## src/design/ffba_pkg.sv

```systemverilog
// Package for the first-fit block allocator: result codes, controller states,
// alignment constants and the command and status structs between the controller and datapath.
// No dependencies.
package ffba_pkg;

  // Requests are rounded up to a multiple of this many bytes.
  localparam int unsigned ALIGN_BYTES = 8;
  localparam int unsigned ALIGN_BITS  = 3;

  localparam logic OP_ALLOC = 1'b0;
  localparam logic OP_FREE  = 1'b1;

  typedef enum logic [2:0] {
    ST_OK         = 3'd0,
    ST_NO_SPACE   = 3'd1,
    ST_NOT_FOUND  = 3'd2,
    ST_TABLE_FULL = 3'd3,
    ST_ZERO       = 3'd4
  } status_t;

  typedef enum logic [5:0] {
    S_INIT   = 6'b000001,
    S_IDLE   = 6'b000010,
    S_SCAN   = 6'b000100,
    S_DECIDE = 6'b001000,
    S_SPLIT  = 6'b010000,
    S_REPLY  = 6'b100000
  } state_t;

  // Commands from the controller to the datapath.
  typedef struct packed {
    logic    load;      // request transfer: latch fields and start the table scan
    logic    init_wr;   // write entry 0 with the reset heap size
    logic    cfg_wr;    // configuration transfer: reset the table
    logic    set_used;  // mark the chosen segment used
    logic    clr_used;  // mark the matched segment free
    logic    split_lo;  // write the new used segment into the spare entry
    logic    split_hi;  // shrink the chosen free segment
    logic    res_load;  // capture the result code
    status_t res_code;
    logic    out_load;  // move the result into the output register
  } cmd_t;

  // Status from the datapath to the controller.
  typedef struct packed {
    logic scan_done;
    logic is_free;
    logic req_zero;
    logic best_fnd;
    logic spare_fnd;
    logic exact;
    logic out_free;
  } stat_t;

endpackage

```

## src/design/ffba_if.sv

```systemverilog
// Channel interfaces of the first-fit block allocator: request, result and configuration.
// Depends on ffba_pkg.
interface ffba_req_if #(
  parameter int OFFSET_BITS = 20
);
  logic                   valid;
  logic                   ready;
  logic                   opcode;
  logic [OFFSET_BITS:0]   request_bytes;
  logic [OFFSET_BITS-1:0] block_offset;

  modport source (output valid, output opcode, output request_bytes, output block_offset,
                  input ready);
  modport sink   (input valid, input opcode, input request_bytes, input block_offset,
                  output ready);
endinterface

interface ffba_rsp_if #(
  parameter int OFFSET_BITS = 20
);
  logic                   valid;
  logic                   ready;
  logic [OFFSET_BITS-1:0] granted_offset;
  ffba_pkg::status_t      status;

  modport source (output valid, output granted_offset, output status, input ready);
  modport sink   (input valid, input granted_offset, input status, output ready);
endinterface

interface ffba_cfg_if #(
  parameter int OFFSET_BITS = 20
);
  logic                 valid;
  logic                 ready;
  logic [OFFSET_BITS:0] heap_bytes;

  modport source (output valid, output heap_bytes, input ready);
  modport sink   (input valid, input heap_bytes, output ready);
endinterface

```

## src/design/first_fit_block_allocator_top.sv

```systemverilog
// Top level of the first-fit block allocator: joins the controller and the datapath.
// Depends on ffba_pkg, ffba_if, ffba_ctrl, ffba_dp (and through it ffba_ram).
//
//   Port    Direction  Transfer carries
//   in_ch   sink       opcode, request_bytes, block_offset
//   out_ch  source     granted_offset, status
//   cfg_ch  sink       heap_bytes
//
// Each request is handled on its own. A transfer on in_ch starts a scan that reads one table
// entry per cycle from the offset and size RAMs, then decides, splits a segment if needed and
// replies; the single read port of those RAMs sets the pace.
// After reset the controller writes table entry 0 in S_INIT; in_ch and cfg_ch are not ready then.
// The result sits in an output register, so a stalled out_ch does not stop the next request
// from being taken; only a second result waiting behind it holds the controller.
// A configuration transfer is taken only while no request is in progress.
module first_fit_block_allocator_top #(
  parameter int          MAX_SEGMENTS = 64,
  parameter int          OFFSET_BITS  = 20,
  parameter int unsigned HEAP_RESET   = 65536
) (
  input logic       clk,
  input logic       rst_n,
  ffba_req_if.sink  in_ch,
  ffba_rsp_if.source out_ch,
  ffba_cfg_if.sink  cfg_ch
);

  ffba_pkg::cmd_t  cmd;
  ffba_pkg::stat_t st;

  // The controller owns both ready signals and decides what the datapath does each cycle.
  ffba_ctrl u_ctrl (
    .clk       (clk),
    .rst_n     (rst_n),
    .in_valid  (in_ch.valid),
    .in_ready  (in_ch.ready),
    .cfg_valid (cfg_ch.valid),
    .cfg_ready (cfg_ch.ready),
    .st        (st),
    .cmd       (cmd)
  );

  // The datapath holds the segment table, the scan trackers and the output register.
  ffba_dp #(
    .MAX_SEGMENTS (MAX_SEGMENTS),
    .OFFSET_BITS  (OFFSET_BITS),
    .HEAP_RESET   (HEAP_RESET)
  ) u_dp (
    .clk                (clk),
    .rst_n              (rst_n),
    .cmd                (cmd),
    .st                 (st),
    .in_opcode          (in_ch.opcode),
    .in_request_bytes   (in_ch.request_bytes),
    .in_block_offset    (in_ch.block_offset),
    .cfg_heap_bytes     (cfg_ch.heap_bytes),
    .out_valid          (out_ch.valid),
    .out_ready          (out_ch.ready),
    .out_granted_offset (out_ch.granted_offset),
    .out_status         (out_ch.status)
  );

endmodule

```

## src/design/ffba_ram.sv

```systemverilog
// Generic simple dual-port RAM: one write port, one read port with registered read data.
// No dependencies.
module ffba_ram #(
  parameter int WIDTH = 8,
  parameter int DEPTH = 64
) (
  input  logic                     clk,
  input  logic                     we,
  input  logic [$clog2(DEPTH)-1:0] waddr,
  input  logic [WIDTH-1:0]         wdata,
  input  logic [$clog2(DEPTH)-1:0] raddr,
  output logic [WIDTH-1:0]         rdata
);

  logic [WIDTH-1:0] mem_r [DEPTH];
  logic [WIDTH-1:0] rdata_r;

  always_ff @(posedge clk) begin
    if (we) begin
      mem_r[waddr] <= wdata;
    end
    rdata_r <= mem_r[raddr];
  end

  assign rdata = rdata_r;

endmodule

```

## src/design/ffba_ctrl.sv

```systemverilog
// Controller of the first-fit block allocator: sequences scan, decision, table update and reply.
// Depends on ffba_pkg.
module ffba_ctrl (
  input  logic            clk,
  input  logic            rst_n,
  input  logic            in_valid,
  output logic            in_ready,
  input  logic            cfg_valid,
  output logic            cfg_ready,
  input  ffba_pkg::stat_t st,
  output ffba_pkg::cmd_t  cmd
);

  ffba_pkg::state_t state_r;
  ffba_pkg::state_t state_nxt;

  assign in_ready  = (state_r == ffba_pkg::S_IDLE);
  assign cfg_ready = (state_r == ffba_pkg::S_IDLE) && !in_valid;

  always_comb begin
    cmd       = '0;
    cmd.res_code = ffba_pkg::ST_OK;
    state_nxt = state_r;
    case (state_r)
      ffba_pkg::S_INIT: begin
        cmd.init_wr = 1'b1;
        state_nxt   = ffba_pkg::S_IDLE;
      end
      ffba_pkg::S_IDLE: begin
        if (in_valid) begin
          cmd.load  = 1'b1;
          state_nxt = ffba_pkg::S_SCAN;
        end else if (cfg_valid) begin
          cmd.cfg_wr = 1'b1;
        end
      end
      ffba_pkg::S_SCAN: begin
        if (st.scan_done) begin
          state_nxt = ffba_pkg::S_DECIDE;
        end
      end
      ffba_pkg::S_DECIDE: begin
        cmd.res_load = 1'b1;
        state_nxt    = ffba_pkg::S_REPLY;
        if (st.is_free) begin
          if (st.best_fnd) begin
            cmd.clr_used = 1'b1;
            cmd.res_code = ffba_pkg::ST_OK;
          end else begin
            cmd.res_code = ffba_pkg::ST_NOT_FOUND;
          end
        end else if (st.req_zero) begin
          cmd.res_code = ffba_pkg::ST_ZERO;
        end else if (!st.best_fnd) begin
          cmd.res_code = ffba_pkg::ST_NO_SPACE;
        end else if (st.exact) begin
          cmd.set_used = 1'b1;
          cmd.res_code = ffba_pkg::ST_OK;
        end else if (!st.spare_fnd) begin
          cmd.res_code = ffba_pkg::ST_TABLE_FULL;
        end else begin
          cmd.split_lo = 1'b1;
          cmd.res_code = ffba_pkg::ST_OK;
          state_nxt    = ffba_pkg::S_SPLIT;
        end
      end
      ffba_pkg::S_SPLIT: begin
        cmd.split_hi = 1'b1;
        state_nxt    = ffba_pkg::S_REPLY;
      end
      ffba_pkg::S_REPLY: begin
        if (st.out_free) begin
          cmd.out_load = 1'b1;
          state_nxt    = ffba_pkg::S_IDLE;
        end
      end
      default: begin
        state_nxt = ffba_pkg::S_INIT;
      end
    endcase
  end

  always_ff @(posedge clk) begin
    if (!rst_n) begin
      state_r <= ffba_pkg::S_INIT;
    end else begin
      state_r <= state_nxt;
    end
  end

endmodule

```

## src/design/ffba_dp.sv

```systemverilog
// Datapath of the first-fit block allocator: segment table (RAMs plus valid and used flags),
// scan pipeline, first-fit and spare trackers, result and output registers.
// Depends on ffba_pkg and ffba_ram.
module ffba_dp #(
  parameter int          MAX_SEGMENTS = 64,
  parameter int          OFFSET_BITS  = 20,
  parameter int unsigned HEAP_RESET   = 65536
) (
  input  logic                   clk,
  input  logic                   rst_n,
  input  ffba_pkg::cmd_t         cmd,
  output ffba_pkg::stat_t        st,
  input  logic                   in_opcode,
  input  logic [OFFSET_BITS:0]   in_request_bytes,
  input  logic [OFFSET_BITS-1:0] in_block_offset,
  input  logic [OFFSET_BITS:0]   cfg_heap_bytes,
  output logic                   out_valid,
  input  logic                   out_ready,
  output logic [OFFSET_BITS-1:0] out_granted_offset,
  output ffba_pkg::status_t      out_status
);

  localparam int IDX_W  = $clog2(MAX_SEGMENTS);
  localparam int SIZE_W = OFFSET_BITS + 1;
  localparam int NEED_W = OFFSET_BITS + 2;
  localparam logic [IDX_W-1:0] LAST_IDX = IDX_W'(MAX_SEGMENTS - 1);
  localparam longint unsigned CAP      = 64'd1 << OFFSET_BITS;
  localparam longint unsigned HEAP_SAT = (HEAP_RESET > CAP) ? CAP : 64'(HEAP_RESET);
  localparam logic [SIZE_W-1:0] HEAP_INIT = SIZE_W'(HEAP_SAT);

  // Latched request.
  logic                   op_r;
  logic [SIZE_W-1:0]      req_r;
  logic [OFFSET_BITS-1:0] blk_r;
  logic [NEED_W-1:0]      need_r;
  logic [NEED_W-1:0]      need_sum;

  // Scan pipeline.
  logic             iss_on_r;
  logic [IDX_W-1:0] rd_idx_r;
  logic             chk_on_r;
  logic [IDX_W-1:0] chk_idx_r;

  // Table flags.
  logic [MAX_SEGMENTS-1:0] valid_r;
  logic [MAX_SEGMENTS-1:0] used_r;

  // Trackers.
  logic                   best_fnd_r;
  logic [IDX_W-1:0]       best_idx_r;
  logic [OFFSET_BITS-1:0] best_off_r;
  logic [SIZE_W-1:0]      best_sz_r;
  logic                   spare_fnd_r;
  logic [IDX_W-1:0]       spare_idx_r;

  // Result and output.
  ffba_pkg::status_t      res_code_r;
  logic                   out_valid_r;
  logic [OFFSET_BITS-1:0] out_off_r;
  ffba_pkg::status_t      out_status_r;

  // RAM ports.
  logic                   ram_we;
  logic [IDX_W-1:0]       ram_waddr;
  logic [OFFSET_BITS-1:0] off_wdata;
  logic [SIZE_W-1:0]      sz_wdata;
  logic [OFFSET_BITS-1:0] off_rd;
  logic [SIZE_W-1:0]      sz_rd;

  logic [SIZE_W-1:0] cfg_sat;
  logic              ent_valid;
  logic              ent_used;
  logic              fit_hit;
  logic              free_hit;
  logic              spare_hit;

  ffba_ram #(.WIDTH(OFFSET_BITS), .DEPTH(MAX_SEGMENTS)) u_off_ram (
    .clk   (clk),
    .we    (ram_we),
    .waddr (ram_waddr),
    .wdata (off_wdata),
    .raddr (rd_idx_r),
    .rdata (off_rd)
  );

  ffba_ram #(.WIDTH(SIZE_W), .DEPTH(MAX_SEGMENTS)) u_sz_ram (
    .clk   (clk),
    .we    (ram_we),
    .waddr (ram_waddr),
    .wdata (sz_wdata),
    .raddr (rd_idx_r),
    .rdata (sz_rd)
  );

  // A heap above the offset range saturates to it.
  assign cfg_sat = cfg_heap_bytes[OFFSET_BITS] ? SIZE_W'(CAP) : cfg_heap_bytes;

  assign need_sum = {1'b0, in_request_bytes} + NEED_W'(ffba_pkg::ALIGN_BYTES - 1);

  always_comb begin
    ram_we    = 1'b0;
    ram_waddr = '0;
    off_wdata = '0;
    sz_wdata  = HEAP_INIT;
    if (cmd.init_wr) begin
      ram_we = 1'b1;
    end else if (cmd.cfg_wr) begin
      ram_we   = 1'b1;
      sz_wdata = cfg_sat;
    end else if (cmd.split_lo) begin
      ram_we    = 1'b1;
      ram_waddr = spare_idx_r;
      off_wdata = best_off_r;
      sz_wdata  = need_r[SIZE_W-1:0];
    end else if (cmd.split_hi) begin
      ram_we    = 1'b1;
      ram_waddr = best_idx_r;
      off_wdata = best_off_r + need_r[OFFSET_BITS-1:0];
      sz_wdata  = best_sz_r - need_r[SIZE_W-1:0];
    end
  end

  // Entry under check, one per cycle; chk_idx_r follows the RAM read address through a register.
  assign ent_valid = valid_r[chk_idx_r];
  assign ent_used  = used_r[chk_idx_r];
  assign spare_hit = chk_on_r && !ent_valid && !spare_fnd_r;
  assign fit_hit   = chk_on_r && (op_r == ffba_pkg::OP_ALLOC) && ent_valid && !ent_used &&
                     ({1'b0, sz_rd} >= need_r) && (!best_fnd_r || (off_rd < best_off_r));
  assign free_hit  = chk_on_r && (op_r == ffba_pkg::OP_FREE) && ent_valid && ent_used &&
                     (off_rd == blk_r) && !best_fnd_r;

  always_ff @(posedge clk) begin
    if (cmd.load) begin
      op_r   <= in_opcode;
      req_r  <= in_request_bytes;
      blk_r  <= in_block_offset;
      need_r <= {need_sum[NEED_W-1:ffba_pkg::ALIGN_BITS], ffba_pkg::ALIGN_BITS'(0)};
    end
    chk_idx_r <= rd_idx_r;
    if (fit_hit || free_hit) begin
      best_idx_r <= chk_idx_r;
      best_off_r <= off_rd;
      best_sz_r  <= sz_rd;
    end
    if (spare_hit) begin
      spare_idx_r <= chk_idx_r;
    end
    if (cmd.res_load) begin
      res_code_r <= cmd.res_code;
    end
    if (cmd.out_load) begin
      out_status_r <= res_code_r;
      out_off_r    <= (res_code_r == ffba_pkg::ST_OK) ? best_off_r : '0;
    end
  end

  always_ff @(posedge clk) begin
    if (!rst_n) begin
      iss_on_r    <= 1'b0;
      rd_idx_r    <= '0;
      chk_on_r    <= 1'b0;
      best_fnd_r  <= 1'b0;
      spare_fnd_r <= 1'b0;
      valid_r     <= MAX_SEGMENTS'(1);
      used_r      <= '0;
      out_valid_r <= 1'b0;
    end else begin
      chk_on_r <= iss_on_r;
      if (cmd.load) begin
        iss_on_r    <= 1'b1;
        rd_idx_r    <= '0;
        best_fnd_r  <= 1'b0;
        spare_fnd_r <= 1'b0;
      end else if (iss_on_r) begin
        rd_idx_r <= rd_idx_r + IDX_W'(1);
        if (rd_idx_r == LAST_IDX) begin
          iss_on_r <= 1'b0;
        end
      end
      if (fit_hit || free_hit) begin
        best_fnd_r <= 1'b1;
      end
      if (spare_hit) begin
        spare_fnd_r <= 1'b1;
      end
      if (cmd.cfg_wr) begin
        valid_r <= MAX_SEGMENTS'(1);
        used_r  <= '0;
      end
      if (cmd.set_used) begin
        used_r[best_idx_r] <= 1'b1;
      end
      if (cmd.clr_used) begin
        used_r[best_idx_r] <= 1'b0;
      end
      if (cmd.split_lo) begin
        valid_r[spare_idx_r] <= 1'b1;
        used_r[spare_idx_r]  <= 1'b1;
      end
      if (cmd.out_load) begin
        out_valid_r <= 1'b1;
      end else if (out_ready) begin
        out_valid_r <= 1'b0;
      end
    end
  end

  assign st.scan_done = chk_on_r && (chk_idx_r == LAST_IDX);
  assign st.is_free   = (op_r == ffba_pkg::OP_FREE);
  assign st.req_zero  = (req_r == '0);
  assign st.best_fnd  = best_fnd_r;
  assign st.spare_fnd = spare_fnd_r;
  assign st.exact     = ({1'b0, best_sz_r} == need_r);
  assign st.out_free  = !out_valid_r || out_ready;

  assign out_valid          = out_valid_r;
  assign out_granted_offset = out_off_r;
  assign out_status         = out_status_r;

endmodule

```

## src/flat_wrapper.sv

```systemverilog
// flat-port wrapper written by rule: the top's interface ports become plain ports
module first_fit_block_allocator_top_flat 
#(
  parameter int          MAX_SEGMENTS = 64,
  parameter int          OFFSET_BITS  = 20,
  parameter int unsigned HEAP_RESET   = 65536
)
  (clk, rst_n, in_ch_valid, in_ch_opcode, in_ch_request_bytes, in_ch_block_offset, in_ch_ready, out_ch_valid, out_ch_granted_offset, out_ch_status, out_ch_ready, cfg_ch_valid, cfg_ch_heap_bytes, cfg_ch_ready);
  ffba_req_if #(.OFFSET_BITS(OFFSET_BITS)) in_ch_i ();
  ffba_rsp_if #(.OFFSET_BITS(OFFSET_BITS)) out_ch_i ();
  ffba_cfg_if #(.OFFSET_BITS(OFFSET_BITS)) cfg_ch_i ();
  input logic clk;
  input logic rst_n;
  input wire logic [$bits(in_ch_i.valid)-1:0] in_ch_valid;
  input wire logic [$bits(in_ch_i.opcode)-1:0] in_ch_opcode;
  input wire logic [$bits(in_ch_i.request_bytes)-1:0] in_ch_request_bytes;
  input wire logic [$bits(in_ch_i.block_offset)-1:0] in_ch_block_offset;
  output wire logic [$bits(in_ch_i.ready)-1:0] in_ch_ready;
  output wire logic [$bits(out_ch_i.valid)-1:0] out_ch_valid;
  output wire logic [$bits(out_ch_i.granted_offset)-1:0] out_ch_granted_offset;
  output wire logic [$bits(out_ch_i.status)-1:0] out_ch_status;
  input wire logic [$bits(out_ch_i.ready)-1:0] out_ch_ready;
  input wire logic [$bits(cfg_ch_i.valid)-1:0] cfg_ch_valid;
  input wire logic [$bits(cfg_ch_i.heap_bytes)-1:0] cfg_ch_heap_bytes;
  output wire logic [$bits(cfg_ch_i.ready)-1:0] cfg_ch_ready;
  assign in_ch_i.valid = in_ch_valid;
  assign in_ch_i.opcode = in_ch_opcode;
  assign in_ch_i.request_bytes = in_ch_request_bytes;
  assign in_ch_i.block_offset = in_ch_block_offset;
  assign in_ch_ready = in_ch_i.ready;
  assign out_ch_valid = out_ch_i.valid;
  assign out_ch_granted_offset = out_ch_i.granted_offset;
  assign out_ch_status = out_ch_i.status;
  assign out_ch_i.ready = out_ch_ready;
  assign cfg_ch_i.valid = cfg_ch_valid;
  assign cfg_ch_i.heap_bytes = cfg_ch_heap_bytes;
  assign cfg_ch_ready = cfg_ch_i.ready;
  first_fit_block_allocator_top #(.MAX_SEGMENTS(MAX_SEGMENTS), .OFFSET_BITS(OFFSET_BITS), .HEAP_RESET(HEAP_RESET)) u_core (.clk(clk), .rst_n(rst_n), .in_ch(in_ch_i), .out_ch(out_ch_i), .cfg_ch(cfg_ch_i));
endmodule
```

## config.mk

```make
export PLATFORM = sky130hd
export DESIGN_NAME = first_fit_block_allocator_top_flat
export DESIGN_NICKNAME = d
export VERILOG_FILES = /design/src/design/ffba_pkg.sv /design/src/design/ffba_if.sv /design/src/design/first_fit_block_allocator_top.sv /design/src/design/ffba_ram.sv /design/src/design/ffba_ctrl.sv /design/src/design/ffba_dp.sv /design/src/flat_wrapper.sv
export SDC_FILE = /design/constraint.sdc
export NUM_CORES = 2
export LEC_CHECK = 0
export BUFFER_PORTS_ARGS = -buffer_cell sky130_fd_sc_hd__buf_2
export CORE_ASPECT_RATIO = 1.75
export CORE_UTILIZATION = 24
export CTS_BUF_LIST = sky130_fd_sc_hd__clkbuf_4 sky130_fd_sc_hd__clkbuf_8 sky130_fd_sc_hd__clkbuf_16
export DETAILED_ROUTE_END_ITERATION = 10
export PLACE_DENSITY_LB_ADDON = 0.1
export SETUP_SLACK_MARGIN = 0.4
export SYNTH_ARGS = -nofsm -noshare
export SYNTH_HDL_FRONTEND = slang
export SYNTH_SLANG_ARGS = --single-unit
export TNS_END_PERCENT = 1
```

## constraint.sdc

```tcl
create_clock -name clk -period 6.54 [get_ports clk]
set_clock_uncertainty 0.05 [all_clocks]
set_input_delay 0.327 -clock clk [delete_from_list [all_inputs] [get_ports clk]]
set_output_delay 0.327 -clock clk [all_outputs]
set_load 0.05 [all_outputs]
```

; ---- Word level (Yosys, flattened, before mapping)
; Memory sizes are Yosys's and may differ from the RTL's. A register that Yosys moved wholly into a read port is not among the register bits.
; Cells that the tools add are included.
[classes]
mux = 82
order_cmp = 7
n_eq_ne = 13
n_reduce_logical = 32
addsub = 4
bitwise_logic = 7
[op_table]
columns = operator, n
row1 = $mux 64, 10
row2 = $or 64x64->64, 3
row3 = $mux 21, 5
row4 = $mux 20, 4
row5 = $mux 6, 12
row6 = $and 64x64->64, 1
row7 = $not 64->64, 1
row8 = $mux 1, 38
row9 = $pmux 6 s6, 1
row10 = $add 21x3->22 const B, 1
row11 = $eq 21x22->1, 1
row12 = $ge 21x22->1, 1
row13 = $logic_not 21->1, 1
row14 = $lt 6x7->1 const B, 3
row15 = $sub 21x21->21, 1
row16 = $add 20x20->20, 1
row17 = $eq 20x20->1, 1
row18 = $lt 20x20->1, 1
row19 = $eq 6x6->1 const B, 3
row20 = $logic_and 1x1->1, 16
row21 = $mux 3, 5
row22 = $bmux 1 s6, 2
row23 = $demux 1 s6, 2
row24 = $ge 6x1->1 const B, 2
row25 = other kinds (17), 29
[word_totals]
memories = 2
mem_bits_rw = 2624
reg_bits = 291
out_inout_bits = 26
word_cells = 168
[memory_table]
columns = memory, depth, width, rd, rd_ports_with_merged_regs, write_ports, line
row1 = u_core.u_dp.u_sz_ram.mem_r, 64, 21, 1, 1, 1, ffba_ram.sv:15  ; logic [WIDTH-1:0] mem_r [DEPTH];
row2 = u_core.u_dp.u_off_ram.mem_r, 64, 20, 1, 1, 1, ffba_ram.sv:15

; ---- Depth between registers and ports, before layout
[depth]
depth_word = 13
ltp_mapped = 13

; ---- Modules after synthesis
; From an unflattened synthesis, not the netlist that was laid out.
[hier_totals]
hier_cells = 5982
hier_area_um2 = 116708.2
[modules_own_cells]
columns = mod, cells_each, instances, seq_area_each_um2, area_per_inst_um2
row1 = ffba_ram (u_core.u_dp.u_sz_ram), 2190, 1, 40779.1, 51717.1
row2 = ffba_ram (u_core.u_dp.u_off_ram), 2243, 1, 38837.2, 49491.2
row3 = ffba_dp, 1487, 1, 7106.8, 15026.9
row4 = ffba_ctrl, 62, 1, 120.1, 473.0

; ---- Worst setup path before layout
; OpenSTA, ideal clock, no wires.
[synth_path]
path_kind = flip-flop to flip-flop
from = reg u_core.u_dp.need_r[3]
to = mem u_core.u_dp.u_sz_ram.mem_r[0][16] (netlist bit) (data pin)
path_slack_ps = 1068
path_stages_with_launch = 10
synth_period_minus_slack_ps = 5472
arrival_time_ps = 4701
required_time_ps = 5769
setup_ps = 721
cell_sequence = edfxtp_1 -> ha_1 -> or4b_1 -> nor4_1 -> and2_1 -> buf_2 -> or4_4 -> buf_6 -> o22ai_1 -> a211oi_1
[synth_between]
elab_chain_len = 9
elab_cells_between_ends = 11
classes_between = add/sub (1) / eq/ne (1) / mux (9)
[synth_lines]
columns = element, line
row1 = "start, declared", ffba_dp.sv:35  ; logic [NEED_W-1:0] need_r;
row2 = "start signal, assigned", ffba_dp.sv:137  ; need_r <= {need_sum[NEED_W-1:ffba_pkg::ALIGN_BITS], ffba_pkg::ALIGN_BITS'(0)};
row3 = "parallel branches: the longest is 6 deep, another holds $sub 21x21->21", --
row4 = $mux 21 *, ffba_dp.sv:110  ; end else if (cmd.split_lo) begin
row5 = $mux 21 *, ffba_dp.sv:107  ; end else if (cmd.cfg_wr) begin
row6 = $mux 21 *, ffba_dp.sv:105  ; if (cmd.init_wr) begin
row7 = named net u_core.u_dp.sz_wdata[16], ffba_dp.sv:66  ; logic [SIZE_W-1:0] sz_wdata;
row8 = "end, declared", ffba_ram.sv:15
; Mark *: on every way through the listed nets, which the timed path passes.

; ---- Final worst setup path
[layout_path]
from = reg u_core.u_dp.need_r[17]
to = mem u_core.u_dp.u_sz_ram.mem_r[14][13] (netlist bit), enable pin
[layout_between]
elab_chain_len = 11
elab_cells_between_ends = 14
classes_between = eq/ne (1) / mux (13)
[layout_lines]
columns = element, line
row1 = $eq 21x22->1 *, ffba_dp.sv:213  ; assign st.exact = ({1'b0, best_sz_r} == need_r);
row2 = $mux 1 *, ffba_ctrl.sv:56  ; end else if (st.exact) begin
row3 = $mux 1 *, ffba_ctrl.sv:54  ; end else if (!st.best_fnd) begin
row4 = $mux 1 *, ffba_ctrl.sv:52  ; end else if (st.req_zero) begin
row5 = $mux 1 *, ffba_ctrl.sv:45  ; if (st.is_free) begin
row6 = $mux 3 *, ffba_ctrl.sv:24  ; case (state_r)
row7 = $mux 1, ffba_dp.sv:110
row8 = $mux 1, ffba_dp.sv:107
row9 = $mux 1, ffba_dp.sv:105
row10 = $mux 1, ffba_ram.sv:19  ; if (we) begin
row11 = $mux 1 (implied by the code), ffba_ram.sv:20  ; mem_r[waddr] <= wdata;
; Every way passes the cells marked *; elsewhere a longest branch is shown, timed or not.

==> results.md <==
* Pin count of the biggest net entering global routing at 129
* Vias in the first global route at 60,100
* Final hold vios at 0
* Post-layout nets at 5,936
* Post-synthesis cell count at 5,382
* Top-count cell post-synth: edfxtp_1
* H-tree lvl count at 5
* PD cells at 294 nW/um^2
* TritonCTS clock tree: done
* Switching Fraction at 22.0%
* Final setup violation count at 0
* Final Cycle Share at 82.3%
* Die Area at 485,000 sq um
* Synthesized flop and latch total at 2,956
* Vias per cell at 4.55
* Ys async rst share at 0%
* Slew headroom at 15.2%
* Total wire length at 409,000 um
* CTS buffer count at 299
* Chip height at 921 um
* Register area share after synthesis at 75.0%
* CP endpoint kind: register
* Cell accounting for the most synthesized area: edfxtp_1
* Post-DRT Antenna Nets at 0
* Maximum VDD drop at 206 uV
* Reg power frac at 51.7%
* Row count at 337
* Tot GR Track Use at 16.7%
* Mapped Avg Cell Area at 21.5 sq um
* Drt drc at 0
* Chip Width at 527 um
* Int Pwr at 31.3 mW
* Critical path peak fanout at 25
* Layout cells sized above 1 at 30.8%
* Worst-skew pair later-pin latency at 920 ps
* Area Overhead vs Synth at 18.0%
* Critical Path Start Type: register
* Post-synth top area share at 71.7%
* Data arrival, critical path at 5880 ps
* Max-Cap Viols at 0
* Vias at 56,100
* Post-route cell area at 137,000 sq um
* Post-DP HPWL at 274,000 um
* Slew Viols, Final at 0
* Worst-margin pin slew at 1270 ps
* Synth top area cells: edfxtp_1 (72%), mux4_2 (17%), dfxtp_1 (3.3%)
* Top-Level Pins at 94
* P_sw at 8.84 mW
* Worst Setup Path Type: reg2reg
* Combinational share of power at 4.6%
* First-pass GRT wire length at 553,000 um
* Clk buf depth at 4
* GR Overflow Total at 0
* Number of synthesized flops with an enable pin at 2,764
* Share of power burned in the clock network at 43.7%
* Post-CTS setup buffer count at 0
* Synthesized net count at 5,523
* Setup TNS at 0 ps
* Clk slew on worst S/H paths at 70 ps
* Placed cell area at 126,000 sq um
* Status: completed
* Worst hold path class: in2reg
* PortBufs at 93
* Unrepaired setup endpoints after global routing: false
* Starting Density at 24.1%
* Initial antenna violation count at 41
* DRT iter0 DRCs at 4,344
* Final min period at 5380 ps
* Max Freq at 186 MHz
* Distinct cells, synth at 76
* Post-synth top flop: edfxtp_1
* Core footprint at 481,000 sq um
* Avg WL per Cell at 33.2 um
* Synthesized area at 116,000 sq um
* Ys Warns at 0
* RD Place Congestion at 0.814
* Req. time, crit path at 7040 ps
* Top post-synthesis cells by count: edfxtp_1 (2,764), mux4_2 (897), nand2_1 (263), dfxtp_1 (192), clkbuf_1 (188)
* Clock Root Buffer: clkbuf_16
* Initial DRT Pass Iterations at 5
* LEAKAGE at 38.1 nW
* Clk sink count at 2,956
metal layers:
| layer | wire length [um] | part of all wire (%) | vias to the layer above | GRT usage (%) |
|---|---|---|---|---|
| met5 | 0 | 0 | - | 0 |
| met4 | 11700 | 2.8 | 0 | 4.79 |
| met3 | 11700 | 2.9 | 441 | 1.59 |
| met2 | 233000 | 57 | 1160 | 32.9 |
| met1 | 153000 | 37 | 31100 | 18.7 |
| li1 | - | - | 23400 | - |
power groups by stage:
stage | clock [mW] | sequential [mW] | combinational (mW)
after floorplan | 0 | 21.0 | 0.973
after global placement | 0 | 21.1 | 1.89
after detailed placement | 0 | 21.2 | 1.89
after CTS | 18.1 | 20.7 | 1.92
after global routing | 18.6 | 20.7 | 1.93
final | 17.5 | 20.7 | 1.84
worst paths after layout:
| kind | start | end | slack (ps) | cells after the start |
|---|---|---|---|---|
| setup / recovery | u_core.u_dp.need_r[17]$_DFFE_PP_ | u_core.u_dp.u_sz_ram.mem_r[14][13]$_DFFE_PP_ | 1160 | 11 |
| hold / removal | cfg_ch_heap_bytes[7] | u_core.u_dp.u_sz_ram.mem_r[9][7]$_DFFE_PP_ | 90 | 3 |
| setup reg to reg | u_core.u_dp.need_r[17]$_DFFE_PP_ | u_core.u_dp.u_sz_ram.mem_r[14][13]$_DFFE_PP_ | 1160 | 11 |
| hold reg to reg | u_core.u_dp.u_sz_ram.rdata[2]$_DFF_P_ | u_core.u_dp.best_sz_r[2]$_DFFE_PP_ | 380 | 0 |
final cells by class:
class	instances	area [sq um]
inverter	57	214
sequential	2956	86900
multi-input combinational	2091	28600
clock inverter	147	1360
antenna	25	62.6
clock buffer	381	8310
tap	6271	7850
fill	47100	344000
timing repair buffer	390	3390
critical path, cell delays in order (launching register included):
cell and delay, ps:
edfxtp_1 390, inv_1 90, ha_1 380, nand4_1 190, nor3_1 170, and2_1 330, nor4_4 590, nand2_1 290
o21ai_0 440, nand2_1 570, nor2_4 850, buf_4 570
kinds of logic (layout without fill, tap and decap cells):
group | Yosys count | after routing | share of synthesized area [%]
simple gates | 579 | 579 | 2.42
fa+ha+maj | 73 | 73 | 0.802
compound gates | 461 | 461 | 2.54
buf+inv | 335 | 975 | 1.14
other cells | 0 | 25 | 0
xor+xnor | 71 | 71 | 0.537
mux | 907 | 907 | 17.5
flops | 2956 | 2956 | 75.0
metrics by stage:
stage	total power, mW	setup WS [ps]	hold slack [ps]	utilization, %	cells
after global routing	41.3	948	67.6	28.4	12300
after detailed placement	23.0	1160	373	26.3	11700
after global placement	23.0	1270	361	26.3	11700
after CTS	40.8	1120	3.64	28.4	12300
final	40.1	1160	94.2	28.4	12300
after floorplan	22.0	1070	279	-	5382
state kept, by name, summed over array words and instances, names as in the netlist, 6 cells and up:
register	count
u_core.u_dp.u_sz_ram.mem_r	1344
u_core.u_dp.u_off_ram.mem_r	1280
u_core.u_dp.used_r	64
u_core.u_dp.valid_r	64
u_core.u_dp.best_sz_r	21
u_core.u_dp.req_r	21
u_core.u_dp.u_sz_ram.rdata	21
u_core.u_dp.best_off_r	20
u_core.u_dp.blk_r	20
u_core.u_dp.out_granted_offset	20
u_core.u_dp.u_off_ram.rdata	20
u_core.u_dp.need_r	19
u_core.u_ctrl.state_r	6
u_core.u_dp.best_idx_r	6
u_core.u_dp.chk_idx_r	6
u_core.u_dp.rd_idx_r	6
u_core.u_dp.spare_idx_r	6
cell usage in the layout (no fill, tap or decap), types with 25 or more instances in the layout:
cell type	instances
edfxtp_1	2764
mux4_2	897
clkbuf_16	308
nand2_1	262
buf_4	198
dfxtp_1	185
o21ai_0	163
a21boi_0	128
buf_2	92
ha_1	71
nor2_4	66
clkbuf_4	65
inv_1	56
dlygate4sd3_1	56
clkinv_2	51
clkinv_1	50
nor2_1	49
buf_12	44
xnor2_1	43
a21oi_1	35
nand3_1	30
xor2_1	28
diode_2	25
timing repair:
item / CTS / global route
resized for setup: 0 / 0
endpoints found under the hold margin: 96 / 0
hold buffers: 56 / 0
No activity file was read; power rests on OpenSTA's default activity.
